`src/design/dzr_pkg.sv`:
```
`timescale 1ns / 1ps

package dzr_pkg;

	// Store geometry and element width.
	localparam int MAX_ROWS   = 16;
	localparam int MAX_COLS   = 16;
	localparam int VALUE_BITS = 32;
	localparam int ROW_BITS   = 4;
	localparam int COL_BITS   = 4;
	localparam int ADDR_BITS  = ROW_BITS + COL_BITS;
	localparam int COUNT_BITS = 5;
	localparam int CFG_IDX_BITS = 2;

	// Item function codes.
	localparam logic [1:0] FUNC_LOAD    = 2'd0;
	localparam logic [1:0] FUNC_READ    = 2'd1;
	localparam logic [1:0] FUNC_RESTART = 2'd2;

	// Configuration register indexes.
	localparam logic [CFG_IDX_BITS-1:0] CFG_ROW_COUNT = 2'd0;
	localparam logic [CFG_IDX_BITS-1:0] CFG_COL_COUNT = 2'd1;

	// Reset value of both count registers.
	localparam logic [COUNT_BITS-1:0] COUNT_RESET = 5'd16;

	typedef struct packed {
		logic [1:0]                   func;
		logic [ROW_BITS-1:0]          load_row;
		logic [COL_BITS-1:0]          load_col;
		logic signed [VALUE_BITS-1:0] load_value;
	} in_item_t;

	typedef struct packed {
		logic signed [VALUE_BITS-1:0] out_value;
		logic [ROW_BITS-1:0]          out_row;
		logic [COL_BITS-1:0]          out_col;
		logic                         is_last;
	} out_item_t;

	// Commands from the controller to the datapath.
	typedef struct packed {
		logic do_load;
		logic do_read;
		logic do_restart;
	} dzr_cmd_t;

endpackage

```
`src/design/dzr_ctrl.sv`:
```
`timescale 1ns / 1ps

module dzr_ctrl (
	input  logic           clk,
	input  logic           arst_n,
	input  logic           in_valid,
	input  logic [1:0]     func,
	output logic           in_stall,
	output logic           out_valid,
	input  logic           out_stall,
	output dzr_pkg::dzr_cmd_t cmd
);

	typedef enum logic [1:0] {
		ST_IDLE = 2'b01,
		ST_RESP = 2'b10
	} state_t;

	state_t state_q;
	state_t state_d;
	logic   accept;

	// A new item may enter unless a result is waiting and stalled.
	assign in_stall  = (state_q == ST_RESP) && out_stall;
	assign out_valid = (state_q == ST_RESP);
	assign accept    = in_valid && !in_stall;

	// Decode the accepted item into datapath commands.
	always_comb begin
		cmd.do_load    = accept && (func == dzr_pkg::FUNC_LOAD);
		cmd.do_read    = accept && (func == dzr_pkg::FUNC_READ);
		cmd.do_restart = accept && (func == dzr_pkg::FUNC_RESTART);
	end

	// Next state: a read fills the result slot, taking the result empties it.
	always_comb begin
		state_d = state_q;
		case (state_q)
			ST_IDLE: begin
				if (cmd.do_read)
					state_d = ST_RESP;
			end
			ST_RESP: begin
				if (cmd.do_read)
					state_d = ST_RESP;
				else if (!out_stall)
					state_d = ST_IDLE;
			end
			default: state_d = ST_IDLE;
		endcase
	end

	always_ff @(posedge clk or negedge arst_n) begin
		if (!arst_n)
			state_q <= ST_IDLE;
		else
			state_q <= state_d;
	end

endmodule

```
`config.mk`:
```
export PLATFORM = sky130hd
export DESIGN_NAME = dzr_ctrl
export DESIGN_NICKNAME = d
export VERILOG_FILES = /design/src/design/dzr_pkg.sv /design/src/design/dzr_ctrl.sv
export SDC_FILE = /design/constraint.sdc
export NUM_CORES = 1
export LEC_CHECK = 0
export ABC_AREA = 1
export CAP_MARGIN = 5
export CORE_AREA = 2 2 39 41
export CTS_CLUSTER_DIAMETER = 80
export CTS_CLUSTER_SIZE = 24
export DETAILED_ROUTE_END_ITERATION = 7
export DIE_AREA = 0 0 41 43
export DONT_BUFFER_PORTS = 1
export SYNTH_ARGS = -nofsm -noshare
export SYNTH_HDL_FRONTEND = slang
export SYNTH_SLANG_ARGS = --single-unit
```
`constraint.sdc`:
```
create_clock -name clk -period 1.5 [get_ports clk]
set_input_delay 0.225 -clock clk [delete_from_list [all_inputs] [get_ports clk]]
set_output_delay 0.225 -clock clk [all_outputs]
set_load 0.02 [all_outputs]
```
==> results by group <==
Floorplan
  – Initial Util: about an eighth
  – Die ar.: 1760 µm²
  – Top-Level Pins: 11
  – Die Wd: 41 µm
  – Rows: 14
  – Core ar.: 1380 µm²
  – Die Height: 43 µm

Worst hold path
  – Hold Path Class: input pin to async pin

Setup path
  – RR Endpoint: state_q[0]
  – CP Capture Type: primary output
  – Critical path type: flip-flop to primary output
  – Critical Path, Cell by Cell: inv_2 -> ha_4 -> nand2_4 -> nand2_4 -> nor2_4 -> buf_12
  – CP max-delay cell: dfstp_2
  – RR Startpoint: state_q[0]
  – Critical Path AT: 1.34 ns
  – Startpoint types: flip-flop
  – CP Buf/Inv Count: 2
  – Crit Path Max Fanout: 3
  – Delay-heaviest family, CP: flip-flops
  – CP max stage delay: approximately 0.53 ns
  – Top cell by count, worst path: nand2_4
  – Reg2reg path depth: 9
  – Required time of the critical path: 1.27 ns
  – FF-to-FF setup slack: 0.09 ns

Routing
  – Residual DRC: 0
  – DR WL/cell: roughly 7 µm
  – Vias post-DR: 195
  – Overall routed net length: between 300 and 400 µm
  – Vias/cell: around 3.6
  – Routed Antenna Nets: 0
  – TritonRoute pass-1 iters: 2
  – Starting DRT DRC Count: 1

Run status
  – Outcome: complete, but fails checks
  – Failing checks: negative setup slack

STA
  – Final setup vio count: 3
  – RSZ-0062 raised after global routing: yes
  – Fin. Hold Viols: 0
  – Slew Viols, Final: 0
  – Slew at the pin closest to its max-slew limit: 0.183 ns
  – Worst clock skew: 0.00921 ns
  – Fin crit share: 104%
  – Final worst slack: -0.0672 ns
  – F_max: roughly 0.64 GHz
  – Rel. slew slack: 87.6%
  – Hold_ws: 0.225 ns
  – Post-route setup TNS: -0.177 ns
  – Tmin final: around 1.6 ns

Pwr
  – Reg power frac: roughly 22%
  – Internal power: ~0.00030 W
  – Max IR drop VDD: 328 µV
  – Switching share of power: between 30% and 40%
  – Combinational fraction of design power: 50.5%
  – Pwr per Cell Area: between 1000 and 1500 nW/µm²
  – Leakage power: between 0.15 and 0.2 nW
  – Clk pwr share: between 20% and 30%
  – Psw: 0.000187 W

Global routing
  – GRT Total Usage: slightly below 6%
  – Global-route wire length before repair: slightly below 700 µm
  – Vias in the first global route: 199
  – Largest net degree at the start of global routing: 4
  – Grt ovf: 0
  – Initial antenna violation count: 0

Clocking
  – CTS tree: done
  – Root buffer cell: clkbuf_4
  – Clock buffer depth: 2
  – Clock Sinks: 2
  – CTS H-Tree Depth: 1
  – CTS Buf Count: 3
  – Clock-pin transition on the worst setup and hold timing paths: approximately 0.040 ns
  – Clk_lat worst skew: ~0.23 ns

Layout
  – Number of inserted diodes: 0
  – Top Registers: state_q x2
  – Fraction of layout cells with a size suffix above 1: about 58%
  – Max reg flops: 2
  – Most flops, register: state_q
  – Fin area: between 300 and 400 µm²
  – Layout area overhead: 101%
  – Filler Cell Count: between 150 and 200
  – Nets: 47

Placed design
  – DP HPWL: a little over 300 µm
  – Port Buffers: 0
  – GPL Wtd Cong: 0.628
  – Area after DPL: around 260 µm²

Yosys
  – Yosys top cell area share: between 10% and 20%
  – Syn Inst Count: 25
  – Synth Register Bits: 2
  – Yosys Warn Count: 0
  – Synth unique cells: 12
  – Sequential area share after synthesis: approximately 29%
  – Syn Nets: 33
  – Post-Syn Area per Cell: between 7 and 8 µm²
  – Synth Cell Area: ~180 µm²
  – Synth area leaders: dfstp_2 15%, dfrtp_1 14%, ha_1 14%
  – Leading area contributor after synthesis: dfstp_2

Run
  – Max-cap viol count: 0
## synthesized netlist by cell type, drive strengths merged
master and n:
o21ai 1, nor3 2, inv 5, dfrtp 1
ha 2, dfstp 1, nand2 9, nor2 4
## repair_timing
item	4_1_cts	5_1_grt
setup endpoints to repair	3	5
setup buffers	2	1
resized for setup	5	3
hold buffers	1	0
hold endpoints to repair	2	0
pin swaps	1	1
## cells by family after synthesis
kind of cell | synth area share, %
adder cells (fa/ha/maj) | 14.2
AND/OR/NAND/NOR | 43.3
buffers and inverters | 10.6
flip-flops | 29.1
AO/OA/AOI/OAI | 2.83
## cell type report
| type | count | area, µm² | area share [%] |
|---|---|---|---|
| sequential | 2 | 51.3 | 14.4 |
| inverter | 5 | 18.8 | 5.28 |
| tap | 16 | 20.0 | 5.63 |
| clock buffer | 4 | 26.3 | 7.39 |
| multi-input combinational | 18 | 145 | 40.8 |
| timing repair buffer | 9 | 93.8 | 26.4 |
## worst max-delay path by stage
stage,start,endpoint,slack (ns),cells past startpoint
final,state_q[0],cmd[1],-0.07,6
after global routing,state_q[0],cmd[2],-0.14,6
after CTS,state_q[0],cmd[0],-0.08,6
after detailed placement,state_q[0],cmd[1],0.05,6
after global placement,state_q[0],cmd[1],0.05,6
after floorplan,state_q[0],cmd[0],0.03,5
## stage by stage
step | utilization [%] | std cells | power (W) | setup slack, ns
3_3_place_gp | 18.7 | 46 | 0.000299 | 0.0534
4_1_cts | 24.1 | 53 | 0.000483 | -0.0764
5_1_grt | 25.7 | 54 | 0.000548 | -0.137
3_5_place_dp | 18.7 | 46 | 0.000302 | 0.0542
6_report | 25.7 | 54 | 0.000490 | -0.0672
2_1_floorplan | - | 25 | 0.000257 | 0.0320
## power groups by stage
| stage | clock, W | combinational [W] | sequential, W |
|---|---|---|---|
| detailed placement | 0 | 0.000198 | 0.000103 |
| floorplan | 0 | 0.000157 | 0.0000996 |
| CTS | 0.000144 | 0.000229 | 0.000110 |
| global placement | 0 | 0.000197 | 0.000102 |
| finish | 0.000133 | 0.000248 | 0.000109 |
| global route | 0.000150 | 0.000284 | 0.000114 |
## cells in the final DEF, fill, tap and decap left out, types with 2 or more instances in the layout
master,count
nand2_4,2
nor2_1,2
buf_4,4
inv_2,2
clkbuf_4,3
inv_1,3
nand2_1,6
buf_6,3
## metal layers
metal	share of wire, %	vias to the layer above	global-route usage, %
met3	4.7	0	3.14
met4	0	0	4.00
met5	0	-	0
li1	-	102	-
met2	60	4	9.69
met1	35	89	5.14
(Power assumes the default switching activity.)
